==> config.mk <==
export PLATFORM = sky130hd
export DESIGN_NAME = keyed_rate_table_max_vote
export DESIGN_NICKNAME = d
export VERILOG_FILES = /design/src/sv/krv_pkg.sv /design/src/sv/keyed_rate_table_max_vote.sv /design/src/sv/krv_table.sv /design/src/sv/krv_scan.sv
export VERILOG_INCLUDE_DIRS = /design/src /design/src/sv
export SDC_FILE = /design/constraint.sdc
export NUM_CORES = 2
export LEC_CHECK = 0
export BUFFER_PORTS_ARGS = -buffer_cell sky130_fd_sc_hd__buf_2
export CORE_ASPECT_RATIO = 0.5
export CORE_MARGIN = 4
export CORE_UTILIZATION = 35
export DETAILED_ROUTE_END_ITERATION = 10
export MAX_ROUTING_LAYER = met4
export PLACE_DENSITY = 0.5
export SETUP_SLACK_MARGIN = 0.4
export SLEW_MARGIN = 15
export SYNTH_ARGS = -nofsm -noshare
export SYNTH_HDL_FRONTEND = slang
export SYNTH_SLANG_ARGS = --single-unit
==> constraint.sdc <==
create_clock -name clk -period 7.2 [get_ports clk]
set_input_delay 0.36 -clock clk [delete_from_list [all_inputs] [get_ports clk]]
set_output_delay 0.36 -clock clk [all_outputs]
set_load 0.01 [all_outputs]
==> src/sv/keyed_rate_table_max_vote_macros.svh <==
// assertion helpers used by the rate table top module
`ifndef KEYED_RATE_TABLE_MAX_VOTE_MACROS_SVH
`define KEYED_RATE_TABLE_MAX_VOTE_MACROS_SVH

// same-cycle implication, checked outside reset
`define KRV_ASSERT_NOW(lbl, ante, cons, msg) \
  lbl: assert property (@(posedge clk) disable iff (!rst_n) (ante) |-> (cons)) \
    else $error(msg);

// next-cycle implication, checked outside reset
`define KRV_ASSERT_NEXT(lbl, ante, cons, msg) \
  lbl: assert property (@(posedge clk) disable iff (!rst_n) (ante) |=> (cons)) \
    else $error(msg);

`endif

==> src/sv/krv_pkg.sv <==
`default_nettype none

package krv_pkg;

  localparam int unsigned KEY_W = 32;

  typedef enum logic [2:0] {
    CMD_ADD    = 3'd0,
    CMD_REMOVE = 3'd1,
    CMD_UPDATE = 3'd2,
    CMD_ANIM   = 3'd3,
    CMD_SYNC   = 3'd4,
    CMD_FLAG   = 3'd5
  } cmd_t;

  typedef enum logic [1:0] {
    ST_APPLIED = 2'd0,
    ST_IGNORED = 2'd1,
    ST_FULL    = 2'd2
  } status_t;

  typedef enum logic [1:0] {
    S_IDLE,
    S_SCAN,
    S_WAIT,
    S_APPLY
  } state_t;

  typedef struct packed {
    logic clear;
    logic step;
  } scan_ctl_t;

endpackage

`default_nettype wire

==> src/sv/keyed_rate_table_max_vote.sv <==
// keyed rate table with maximum vote
// input channel: in_valid / in_stall carries one command item (cmd, node_id,
// rate_value, flag_value); it is taken when in_valid is high and in_stall low
// result channel: out_valid / out_stall returns one result per item: the
// expected rate, the changed flag, the display sync rate and a status
// each item walks every table entry once through a single key compare and
// max unit, one entry per cycle through the table's registered read port
// after accept the item passes S_SCAN over every entry, then S_WAIT, then
// S_APPLY, where it commits its result to the output register; the next item
// is taken only once the block is back in S_IDLE, not while one is in flight
// in_stall is high from accept until the result is written to the output
// register; a stalled result holds, and the block may accept and scan the
// next item while it waits, holding that item's commit until the slot frees
// reset (synchronous, rst_n low) empties the table and clears the animation
// rate, display sync rate, changed flag and any pending result
`default_nettype none

`include "keyed_rate_table_max_vote_macros.svh"

module keyed_rate_table_max_vote import krv_pkg::*; #(
  parameter int unsigned TABLE_ENTRIES = 32,
  parameter int unsigned RATE_BITS     = 10
) (
  input  wire logic                 clk,
  input  wire logic                 rst_n,
  input  wire logic                 in_valid,
  output logic                      in_stall,
  input  wire logic [2:0]           in_cmd,
  input  wire logic signed [31:0]   in_node_id,
  input  wire logic [RATE_BITS-1:0] in_rate_value,
  input  wire logic                 in_flag_value,
  output logic                      out_valid,
  input  wire logic                 out_stall,
  output logic [RATE_BITS-1:0]      out_expected_rate,
  output logic                      out_rate_changed,
  output logic [RATE_BITS-1:0]      out_display_sync_rate,
  output logic [1:0]                out_status
);

  localparam int unsigned IDX_W = (TABLE_ENTRIES > 1) ? $clog2(TABLE_ENTRIES) : 1;
  localparam int unsigned CNT_W = $clog2(TABLE_ENTRIES + 1);

  state_t state_r, state_nxt;
  logic [CNT_W-1:0] cnt_r, cnt_nxt;
  logic             step_r;
  logic [IDX_W-1:0] idx_r;
  logic             accept;
  logic             commit;

  logic [2:0]           cmd_r;
  logic [KEY_W-1:0]     key_r;
  logic [RATE_BITS-1:0] rate_r;
  logic                 flag_r;

  logic [RATE_BITS-1:0] anim_r, anim_nxt;
  logic [RATE_BITS-1:0] sync_r, sync_nxt;
  logic                 chg_r, chg_nxt;

  logic                 out_valid_r;
  logic [RATE_BITS-1:0] out_rate_r;
  logic                 out_chg_r;
  logic [RATE_BITS-1:0] out_sync_r;
  status_t              out_status_r;

  scan_ctl_t            scan_ctl;
  logic                 ent_valid;
  logic [KEY_W-1:0]     ent_key;
  logic [RATE_BITS-1:0] ent_rate;
  logic                 hit;
  logic [IDX_W-1:0]     hit_slot;
  logic [RATE_BITS-1:0] hit_rate;
  logic                 free;
  logic [IDX_W-1:0]     free_slot;
  logic [RATE_BITS-1:0] max_other;

  logic                 wr_hit;
  logic                 wr_free;
  logic                 clr_hit;
  logic [RATE_BITS-1:0] incl_rate;
  logic [RATE_BITS-1:0] max_a;
  logic [RATE_BITS-1:0] max_b;
  logic [RATE_BITS-1:0] max_fin;
  status_t              status;
  logic                 wr_en;
  logic [IDX_W-1:0]     wr_addr;

  assign accept   = in_valid && (state_r == S_IDLE);
  assign in_stall = (state_r != S_IDLE);
  assign commit   = (state_r == S_APPLY) && !(out_valid_r && out_stall);

  always_comb begin
    state_nxt = state_r;
    cnt_nxt   = cnt_r;
    case (state_r)
      S_IDLE: begin
        cnt_nxt = '0;
        if (in_valid) begin
          state_nxt = S_SCAN;
        end
      end
      S_SCAN: begin
        cnt_nxt = cnt_r + 1'b1;
        if (cnt_r == CNT_W'(TABLE_ENTRIES - 1)) begin
          state_nxt = S_WAIT;
        end
      end
      S_WAIT: begin
        state_nxt = S_APPLY;
      end
      S_APPLY: begin
        if (commit) begin
          state_nxt = S_IDLE;
        end
      end
      default: begin
        state_nxt = S_IDLE;
      end
    endcase
  end

  always_ff @(posedge clk) begin
    if (!rst_n) begin
      state_r <= S_IDLE;
      cnt_r   <= '0;
      step_r  <= 1'b0;
    end else begin
      state_r <= state_nxt;
      cnt_r   <= cnt_nxt;
      step_r  <= (state_r == S_SCAN);
    end
  end

  always_ff @(posedge clk) begin
    idx_r <= cnt_r[IDX_W-1:0];
    if (accept) begin
      cmd_r  <= in_cmd;
      key_r  <= in_node_id;
      rate_r <= in_rate_value;
      flag_r <= in_flag_value;
    end
  end

  assign scan_ctl.clear = accept;
  assign scan_ctl.step  = step_r;

  krv_table #(
    .ENTRIES (TABLE_ENTRIES),
    .RATE_W  (RATE_BITS),
    .IDX_W   (IDX_W)
  ) u_table (
    .clk       (clk),
    .rst_n     (rst_n),
    .rd_addr   (cnt_r[IDX_W-1:0]),
    .rd_valid  (ent_valid),
    .rd_key    (ent_key),
    .rd_rate   (ent_rate),
    .wr_en     (wr_en),
    .wr_addr   (wr_addr),
    .wr_key    (key_r),
    .wr_rate   (rate_r),
    .set_valid (commit && wr_free),
    .clr_valid (commit && clr_hit)
  );

  krv_scan #(
    .RATE_W (RATE_BITS),
    .IDX_W  (IDX_W)
  ) u_scan (
    .clk       (clk),
    .rst_n     (rst_n),
    .ctl       (scan_ctl),
    .idx       (idx_r),
    .key       (key_r),
    .ent_valid (ent_valid),
    .ent_key   (ent_key),
    .ent_rate  (ent_rate),
    .hit       (hit),
    .hit_slot  (hit_slot),
    .hit_rate  (hit_rate),
    .free      (free),
    .free_slot (free_slot),
    .max_other (max_other)
  );

  // command decision once the scan is complete; the matched entry was left out
  // of max_other, so its surviving rate comes back in through incl_rate
  always_comb begin
    wr_hit    = 1'b0;
    wr_free   = 1'b0;
    clr_hit   = 1'b0;
    incl_rate = hit ? hit_rate : '0;
    anim_nxt  = anim_r;
    sync_nxt  = sync_r;
    chg_nxt   = chg_r;
    status    = ST_IGNORED;
    case (cmd_t'(cmd_r))
      CMD_ADD: begin
        if (!hit) begin
          if (free) begin
            wr_free   = 1'b1;
            incl_rate = rate_r;
            chg_nxt   = 1'b1;
            status    = ST_APPLIED;
          end else begin
            status = ST_FULL;
          end
        end
      end
      CMD_REMOVE: begin
        if (hit) begin
          clr_hit   = 1'b1;
          incl_rate = '0;
          chg_nxt   = 1'b1;
          status    = ST_APPLIED;
        end
      end
      CMD_UPDATE: begin
        if (hit && hit_rate != rate_r) begin
          wr_hit    = 1'b1;
          incl_rate = rate_r;
          chg_nxt   = 1'b1;
          status    = ST_APPLIED;
        end
      end
      CMD_ANIM: begin
        if (anim_r != rate_r) begin
          anim_nxt = rate_r;
          chg_nxt  = 1'b1;
          status   = ST_APPLIED;
        end
      end
      CMD_SYNC: begin
        if (sync_r != rate_r) begin
          sync_nxt = rate_r;
          chg_nxt  = 1'b1;
          status   = ST_APPLIED;
        end
      end
      CMD_FLAG: begin
        chg_nxt = flag_r;
        status  = ST_APPLIED;
      end
      default: begin
        status = ST_IGNORED;
      end
    endcase
  end

  assign wr_en   = commit && (wr_hit || wr_free);
  assign wr_addr = wr_free ? free_slot : hit_slot;

  assign max_a   = (incl_rate > max_other) ? incl_rate : max_other;
  assign max_b   = (sync_nxt > anim_nxt) ? sync_nxt : anim_nxt;
  assign max_fin = (max_a > max_b) ? max_a : max_b;

  always_ff @(posedge clk) begin
    if (!rst_n) begin
      anim_r      <= '0;
      sync_r      <= '0;
      chg_r       <= 1'b0;
      out_valid_r <= 1'b0;
    end else begin
      if (commit) begin
        anim_r      <= anim_nxt;
        sync_r      <= sync_nxt;
        chg_r       <= chg_nxt;
        out_valid_r <= 1'b1;
      end else if (!out_stall) begin
        out_valid_r <= 1'b0;
      end
    end
  end

  always_ff @(posedge clk) begin
    if (commit) begin
      out_rate_r   <= max_fin;
      out_chg_r    <= chg_nxt;
      out_sync_r   <= sync_nxt;
      out_status_r <= status;
    end
  end

  assign out_valid             = out_valid_r;
  assign out_expected_rate     = out_rate_r;
  assign out_rate_changed      = out_chg_r;
  assign out_display_sync_rate = out_sync_r;
  assign out_status            = out_status_r;

  `KRV_ASSERT_NEXT(a_accept_starts_scan, accept, (state_r == S_SCAN) && (cnt_r == '0), "scan did not start at entry zero")
  `KRV_ASSERT_NEXT(a_commit_shows_result, commit, out_valid_r && (state_r == S_IDLE), "committed item did not reach the output")
  `KRV_ASSERT_NOW(a_vote_covers_sync, out_valid_r, out_expected_rate >= out_display_sync_rate, "expected rate below display sync rate")
  `KRV_ASSERT_NOW(a_full_only_on_add, commit && (status == ST_FULL), cmd_r == CMD_ADD, "table full reported for a non-add command")

endmodule

`default_nettype wire

==> src/sv/krv_table.sv <==
`default_nettype none

module krv_table import krv_pkg::*; #(
  parameter int unsigned ENTRIES   = 32,
  parameter int unsigned RATE_W    = 10,
  parameter int unsigned IDX_W     = 5
) (
  input  wire logic              clk,
  input  wire logic              rst_n,
  input  wire logic [IDX_W-1:0]  rd_addr,
  output logic                   rd_valid,
  output logic [KEY_W-1:0]       rd_key,
  output logic [RATE_W-1:0]      rd_rate,
  input  wire logic              wr_en,
  input  wire logic [IDX_W-1:0]  wr_addr,
  input  wire logic [KEY_W-1:0]  wr_key,
  input  wire logic [RATE_W-1:0] wr_rate,
  input  wire logic              set_valid,
  input  wire logic              clr_valid
);

  logic [KEY_W-1:0]  key_mem  [ENTRIES];
  logic [RATE_W-1:0] rate_mem [ENTRIES];
  logic [ENTRIES-1:0] valid_r;
  logic               rd_valid_r;
  logic [KEY_W-1:0]   rd_key_r;
  logic [RATE_W-1:0]  rd_rate_r;

  always_ff @(posedge clk) begin
    if (wr_en) begin
      key_mem[wr_addr]  <= wr_key;
      rate_mem[wr_addr] <= wr_rate;
    end
    rd_key_r  <= key_mem[rd_addr];
    rd_rate_r <= rate_mem[rd_addr];
  end

  // valid bits live in flops so reset empties the table at once
  always_ff @(posedge clk) begin
    if (!rst_n) begin
      valid_r    <= '0;
      rd_valid_r <= 1'b0;
    end else begin
      if (set_valid) begin
        valid_r[wr_addr] <= 1'b1;
      end else if (clr_valid) begin
        valid_r[wr_addr] <= 1'b0;
      end
      rd_valid_r <= valid_r[rd_addr];
    end
  end

  assign rd_valid = rd_valid_r;
  assign rd_key   = rd_key_r;
  assign rd_rate  = rd_rate_r;

endmodule

`default_nettype wire

==> src/sv/krv_scan.sv <==
`default_nettype none

module krv_scan import krv_pkg::*; #(
  parameter int unsigned RATE_W = 10,
  parameter int unsigned IDX_W  = 5
) (
  input  wire logic              clk,
  input  wire logic              rst_n,
  input  wire scan_ctl_t         ctl,
  input  wire logic [IDX_W-1:0]  idx,
  input  wire logic [KEY_W-1:0]  key,
  input  wire logic              ent_valid,
  input  wire logic [KEY_W-1:0]  ent_key,
  input  wire logic [RATE_W-1:0] ent_rate,
  output logic                   hit,
  output logic [IDX_W-1:0]       hit_slot,
  output logic [RATE_W-1:0]      hit_rate,
  output logic                   free,
  output logic [IDX_W-1:0]       free_slot,
  output logic [RATE_W-1:0]      max_other
);

  logic              hit_r, hit_nxt;
  logic [IDX_W-1:0]  hit_slot_r, hit_slot_nxt;
  logic [RATE_W-1:0] hit_rate_r, hit_rate_nxt;
  logic              free_r, free_nxt;
  logic [IDX_W-1:0]  free_slot_r, free_slot_nxt;
  logic [RATE_W-1:0] max_r, max_nxt;

  // one entry per step: key compare, first free slot search and running max over the other entries
  always_comb begin
    hit_nxt       = hit_r;
    hit_slot_nxt  = hit_slot_r;
    hit_rate_nxt  = hit_rate_r;
    free_nxt      = free_r;
    free_slot_nxt = free_slot_r;
    max_nxt       = max_r;
    if (ctl.clear) begin
      hit_nxt  = 1'b0;
      free_nxt = 1'b0;
      max_nxt  = '0;
    end else if (ctl.step) begin
      if (ent_valid) begin
        if (!hit_r && ent_key == key) begin
          hit_nxt      = 1'b1;
          hit_slot_nxt = idx;
          hit_rate_nxt = ent_rate;
        end else if (ent_rate > max_r) begin
          max_nxt = ent_rate;
        end
      end else if (!free_r) begin
        free_nxt      = 1'b1;
        free_slot_nxt = idx;
      end
    end
  end

  always_ff @(posedge clk) begin
    if (!rst_n) begin
      hit_r  <= 1'b0;
      free_r <= 1'b0;
      max_r  <= '0;
    end else begin
      hit_r  <= hit_nxt;
      free_r <= free_nxt;
      max_r  <= max_nxt;
    end
  end

  always_ff @(posedge clk) begin
    hit_slot_r  <= hit_slot_nxt;
    hit_rate_r  <= hit_rate_nxt;
    free_slot_r <= free_slot_nxt;
  end

  assign hit       = hit_r;
  assign hit_slot  = hit_slot_r;
  assign hit_rate  = hit_rate_r;
  assign free      = free_r;
  assign free_slot = free_slot_r;
  assign max_other = max_r;

endmodule

`default_nettype wire

## Word-level counts from Yosys, hierarchy flattened

Memories as Yosys holds them, arrays and structs flattened. A register that Yosys moved wholly into a read port is not among the register bits.
Cells that the tools add are included.

| word-level totals | value |
|---|---|
| register bits after elaboration | 170 |
| memory bits (writable) | 1,344 |
| bits of input ports | 50 |
| output and inout port bits | 25 |
| word-level logic and storage cells | 133 |
| memories | 2 |

| operators by class | value |
|---|---|
| add/subtract/negate cells | 1 |
| magnitude comparators | 7 |
| eq/ne operators | 17 |
| mux-type cells | 50 |
| bitwise gates (word level) | 8 |
| reduce and logical (&&, ||, !) cells | 24 |

Memory list:

| memory | words | width | rd ports | clocked after memory_dff | wr ports | RTL line | text |
|---|---|---|---|---|---|---|---|
| u_table.key_mem | 32 | 32 | 1 | 1 | 1 | krv_table.sv:22 | `logic [KEY_W-1:0] key_mem [ENTRIES];` |
| u_table.rate_mem | 32 | 10 | 1 | 1 | 1 | krv_table.sv:23 | `logic [RATE_W-1:0] rate_mem [ENTRIES];` |

Operator list:

| kind | number |
|---|---|
| $mux 10 | 12 |
| $mux 32 | 2 |
| $gt 10x10->1 | 4 |
| $and 32x32->32 | 1 |
| $eq 32x32->1 | 1 |
| $not 32->32 | 1 |
| $or 32x32->32 | 1 |
| $ne 10x10->1 | 3 |
| $pmux 10 s3 | 1 |
| $mux 1 | 23 |
| $lt 5x6->1 const B | 2 |
| $pmux 2 s6 | 1 |
| $pmux 6 s2 | 1 |
| $reduce_and 4->1 | 3 |
| $mux 2 | 5 |
| $logic_and 1x1->1 | 9 |
| $pmux 2 s4 | 1 |
| $add 6x1->6 const B | 1 |
| $eq 3x2->1 const B | 2 |
| $eq 3x3->1 const B | 2 |
| $eq 6x5->1 const B | 1 |
| $ne 2x2->1 const B | 3 |
| $pmux 1 s6 | 1 |
| $reduce_and 3->1 | 2 |
| 16 further kinds | 24 |

## Depth between registers and ports, before layout

| logic depth | value |
|---|---|
| word-level depth | 12 |
| mapped depth | 24 |
| mapped depth without buffers | 20 |

## Hierarchy

From an unflattened synthesis, not the netlist that was laid out.

| second synthesis, totals | value |
|---|---|
| cells, all modules | 2,824 |
| area total of the unflattened synthesis | 60,895.9 sq um |

By module, submodules not included:

| module | instances | cells each | area an instance (sq um) | seq. area each (sq um) |
|---|---|---|---|---|
| krv_table | 1 | 2,179 | 53,396.2 | 41,860.1 |
| keyed_rate_table_max_vote | 1 | 489 | 5,705.5 | 2,792.7 |
| krv_scan | 1 | 156 | 1,794.2 | 840.8 |

## Least setup slack after synthesis

OpenSTA, ideal clock, no wires.

| timing path | value |
|---|---|
| kind | register -> register |
| from | register rate_r[3] |
| to | register out_rate_r[0] (netlist: out_expected_rate[0]) (data pin) |
| setup time | 0.261 ns |
| arrival | 5.180 ns |
| required time | 6.939 ns |
| path slack | 1.759 ns |
| cell stages (with the launch flop) | 22 |
| path buffers | 3 |
| period minus slack after synthesis | 5.441 ns |
| cell sequence | edfxtp_1 clkbuf_1 xor2_1 nor4_4 nor2b_1 a211o_1 buf_6 a22o_1 ha_1 nand4_1 a211oi_1 a2111oi_2 nor2_1 mux2_2 ha_1 nand3_1 nor3_1 o31ai_1 a32oi_1 clkbuf_1 a311oi_1 a221o_1 |

| on the way | value |
|---|---|
| word-level cells in the longest chain between the ends | 8 |
| elaborated cells on any way between the ends | 18 |

Ends and longest elaborated chain:

| what | RTL line | text |
|---|---|---|
| start: declaration | keyed_rate_table_max_vote.sv:52 | `logic [RATE_BITS-1:0] rate_r;` |
| start signal: assignment | keyed_rate_table_max_vote.sv:138 | `rate_r <= in_rate_value;` |
| $ne 10x10->1 | keyed_rate_table_max_vote.sv:218 | `if (hit && hit_rate != rate_r) begin` |
| $logic_and 1x1->1 | keyed_rate_table_max_vote.sv:218 |  |
| $mux 10 | keyed_rate_table_max_vote.sv:218 |  |
| $pmux 10 s3 | keyed_rate_table_max_vote.sv:196 | `case (cmd_t'(cmd_r))` |
| $gt 10x10->1 | keyed_rate_table_max_vote.sv:252 | `assign max_a = (incl_rate > max_other) ? incl_rate : max_other;` |
| $mux 10 | keyed_rate_table_max_vote.sv:252 |  |
| $gt 10x10->1 | keyed_rate_table_max_vote.sv:254 | `assign max_fin = (max_a > max_b) ? max_a : max_b;` |
| $mux 10 (*) | keyed_rate_table_max_vote.sv:254 |  |
| named net max_fin[0] | keyed_rate_table_max_vote.sv:82 | `logic [RATE_BITS-1:0] max_fin;` |
| end signal: assignment | keyed_rate_table_max_vote.sv:276 | `out_rate_r <= max_fin;` |
| end: declaration | keyed_rate_table_max_vote.sv:60 | `logic [RATE_BITS-1:0] out_rate_r;` |

Mark *: on every way through the listed nets, which the timed path passes. The rest lies on a longest branch.
A chain may end at the register's enable or synchronous reset.

## Final worst setup path

| timing path | value |
|---|---|
| from | register rate_r[4] |
| to | register out_rate_r[0] (netlist: out_expected_rate[0]) (data pin) |

The elaborated chain is that of the path after synthesis.

==> run summary <==
The flow ran to the end, and the final reports show no timing, DRC or antenna violations. The top-level port count is between 70 and 80. At the worst endpoint, the arrival time is 6.43 ns. The peak supply drop is about 250 uV. The top fanout value on the critical path is 38. By area the synthesized netlist is led by sky130_fd_sc_hd__edfxtp_1, sky130_fd_sc_hd__mux4_2, sky130_fd_sc_hd__dfxtp_1. The number of pins exceeding their max-slew limit in the final report is 0. The detailed placer's ending HPWL is around 85,000 um.

The post-synth design cell area is 0.0607 mm^2. In the final routed layout, each cell accounts on average for slightly below 30 um. From left edge to right edge, the die measures ~600 um. The path class of the tightest hold or removal check is in2reg.

The worst setup path is captured at a flip-flop. The clock latency on the worst-skew pair is 0.78 ns. Of all cell types, the one taking the most synthesized area is sky130_fd_sc_hd__edfxtp_1. Summed over all layers, the routed wires come to around 160,000 um. For this design the static power due to leakage is 21.4 nW. The hold violation count in the final report is 0. The routability congestion estimate from global placement is about 0.80. The max-slew headroom at the worst pin is a little over a fifth.

The combined global-route utilization of all metal layers is between 10% and 20%. For this run, the detailed router's first-pass iteration total came to 7. In this run, placement finished with an instance count of 5,108.

The most common cell after layout, fill and taps aside is sky130_fd_sc_hd__edfxtp_1. The row count came out at ~110. The library cells used most frequently in the layout, excluding fill and tap cells, are sky130_fd_sc_hd__edfxtp_1, sky130_fd_sc_hd__mux4_2, sky130_fd_sc_hd__clkbuf_16. The number of buffers added by the clock tree synthesis step is 148. The total power is between 20 and 25 mW. Based on the critical path, the design can be clocked at up to 0.169 GHz. The total negative setup slack is 0 ns.

The number of cells produced by synthesis came out at 2,794. The count of distinct cell types in the synthesized netlist is 58. The wire length of the first global-routing pass is about 230,000 um.

The TritonCTS sink count came out at 1,556. The level count of the clock H-tree came out at 4. The number of enable flip-flop cells after synthesis is approximately 1,400. The sum of overflow across all layers after global routing is 0.

The max-cap check violation count came out at 0. The share of final-layout standard cells stronger than drive strength 1 came out at a little under a third. The count of unresolved DRC violations after routing came out at 0. The final layout contains 3,111 nets.

TritonCTS built the clock tree. After clock tree synthesis, the clock-pin slew on the worst setup and hold paths is approximately 0.060 ns. The worst setup path is of the reg2reg kind. The number of non-filler instances in the completed layout came out at approximately 5,400. The worst setup path is launched from a flip-flop. The clock arrives with about 0.029 ns of skew. The post-synthesis net count is 2,889. The die area came out at 0.181 mm^2. The pin count of the biggest net entering global routing is between 100 and 150. The worst path required time came out at approximately 7.7 ns. The post-cts repair resize count came out at 0. Among all flip-flop cells after synthesis, the most frequent one is sky130_fd_sc_hd__edfxtp_1. The initial cell density of the core came out at around 35%. CTS placed an instance of sky130_fd_sc_hd__clkbuf_16 at the clock tree root. The ratio of routed vias to standard cells is 5.46.

The number of global-route vias before repair is about 30,000. The count of nets left with antenna violations after detail routing is 0. The routed layout has ~30,000 vias.

The final critical path takes up between 80 and 90% of the cycle. The filler cells instantiated in the layout total ~15,000. The fraction of registers with async set or reset after synthesis came out at 0%. Setup repair after global routing left no endpoint under its margin. The power density normalized to cell area is around 320 mW/mm^2. The portion of synthesized cell area occupied by the leading cell type is between 70% and 80%. The die is slightly above 300 um tall. The pin slew with the least headroom to its limit is about 1.2 ns.

In this run the deepest clock path goes through 3 buffers. The average instance in the mapped netlist occupies roughly 22 um^2. The shortest period the worst path allows came out at around 6 ns. The total of flip-flops plus latches after synthesis is between 1,500 and 2,000.

The number of warning messages in the yosys log came out at 0. The number of antenna violations at the first check in global routing came out at 8. Port buffering added 74 buffers. Compared with the post-synthesis result, the final layout area differs by 14.9%.

The starting DRC count in detailed routing came out at ~3,400. The worst hold-check slack came out at between 0.15 and 0.2 ns. Setup violations remaining at the end of the flow were counted as 0. The core area is between 0.15 and 0.2 mm^2. Of the synthesized area, sequential elements account for 74.9%.
-- path summary, 6_finish.rpt --
check	end	slack [ns]	startpoint	depth (start not counted)
worst max-delay path	out_expected_rate[0]	1.30	rate_r[4]	20
worst min-delay path	state_r[1]	0.19	in_valid	4
worst max register to register	out_expected_rate[0]	1.30	rate_r[4]	20
worst min register to register	u_scan.free_slot[3]	0.43	idx_r[3]	0
-- cells by family (layout without fill, tap and decap cells) --
kind of cell / count (synthesis) / in the layout / synth area share (%)
xor gates and xnor gates: 63 / 63 / 0.909
adders and majority gates: 45 / 45 / 0.928
DFF: 1556 / 1556 / 74.9
AOI/OAI and AO/OA: 211 / 211 / 2.55
muxes: 516 / 516 / 17.5
other: 0 / 2 / 0
buffers and inverters: 206 / 553 / 1.47
and+or+nand+nor: 197 / 197 / 1.72
-- critical path, stage by stage, from the launching register on --
cell and delay, ns:
sky130_fd_sc_hd__edfxtp_1 0.36, sky130_fd_sc_hd__buf_4 0.27, sky130_fd_sc_hd__xor2_1 0.21, sky130_fd_sc_hd__nor4_2 0.29
sky130_fd_sc_hd__nand2_1 0.11, sky130_fd_sc_hd__a211o_1 0.45, sky130_fd_sc_hd__a22o_1 0.31, sky130_fd_sc_hd__ha_1 0.31
sky130_fd_sc_hd__nand4_1 0.17, sky130_fd_sc_hd__a211oi_1 0.29, sky130_fd_sc_hd__a2111oi_2 0.11, sky130_fd_sc_hd__nor2_1 0.62
sky130_fd_sc_hd__mux2_2 0.41, sky130_fd_sc_hd__ha_1 0.29, sky130_fd_sc_hd__a21oi_1 0.18, sky130_fd_sc_hd__o22ai_1 0.09
sky130_fd_sc_hd__o31ai_1 0.19, sky130_fd_sc_hd__a32oi_1 0.08, sky130_fd_sc_hd__buf_4 0.21, sky130_fd_sc_hd__and2_0 0.28
sky130_fd_sc_hd__a221o_1 0.39
-- per-layer routing --
metal  up-vias  track usage (%)  part of all wire [%]
met5         -                -                     0
met4         0             5.32                   2.5
met3       215             3.55                   6.5
met2       944             26.7                    45
met1     16236             26.9                    46
li1      12274                -                     -
-- where the power goes --
part	internal, mW	total (mW)	switching, mW
registers	10.6	10.9	0.326
clock network	4.42	7.80	3.39
logic	1.77	3.78	2.01
total	16.8	22.5	5.73
-- repair_timing --
action	4_1_cts	5_1_grt
endpoints found under the hold margin	47	0
hold buffers	47	0
buffers inserted	0	0
-- metrics by stage --
stage / setup WS [ns] / utilization, % / area [um^2]
after global routing: 0.900 / 40.7 / 69700
after CTS: 1.30 / 40.7 / 69700
after global placement: 1.41 / 37.6 / 64400
after floorplan: 1.76 / - / 60700
after detailed placement: 1.31 / 37.6 / 64500
final: 1.30 / 40.7 / 69700
-- area by class of cell --
class,count,area (um^2),share of cell area (%)
diodes,2,5.00,0.00718
flip-flops and latches,1556,45500,65.3
clock buffers,206,4160,5.96
well taps,2289,2860,4.11
repair buffers,241,1830,2.62
multi-input cells,1032,14600,20.9
clock inverters,69,657,0.942
inverters,37,139,0.199
-- registers in the layout, summed over array words and instances (netlist names), 32 cells and up, named ones only --
signal / count
u_table.rate_mem: 320
u_table.key_mem: 1024
key_r: 32
u_table.rd_key: 32
-- cells in the mapped netlist (all sizes together) (4+ instances only) --
library cell	instances
edfxtp	1433
mux4	430
dfxtp	123
clkbuf	102
buf	67
mux2	51
ha	45
nor2	43
nor3	43
nand2	38
inv	37
mux2i	35
xnor2	34
a21oi	33
o311ai	33
o31ai	33
xor2	29
a211oi	26
o21ai	18
a31oi	12
nand4	12
nand3	11
a22o	9
nor2b	9
nor4	9
nor3b	8
a21o	7
a221o	7
a311oi	6
a31o	5
and2	5
o22ai	5
a41oi	4
nand3b	4
(Power assumes the default switching activity.)
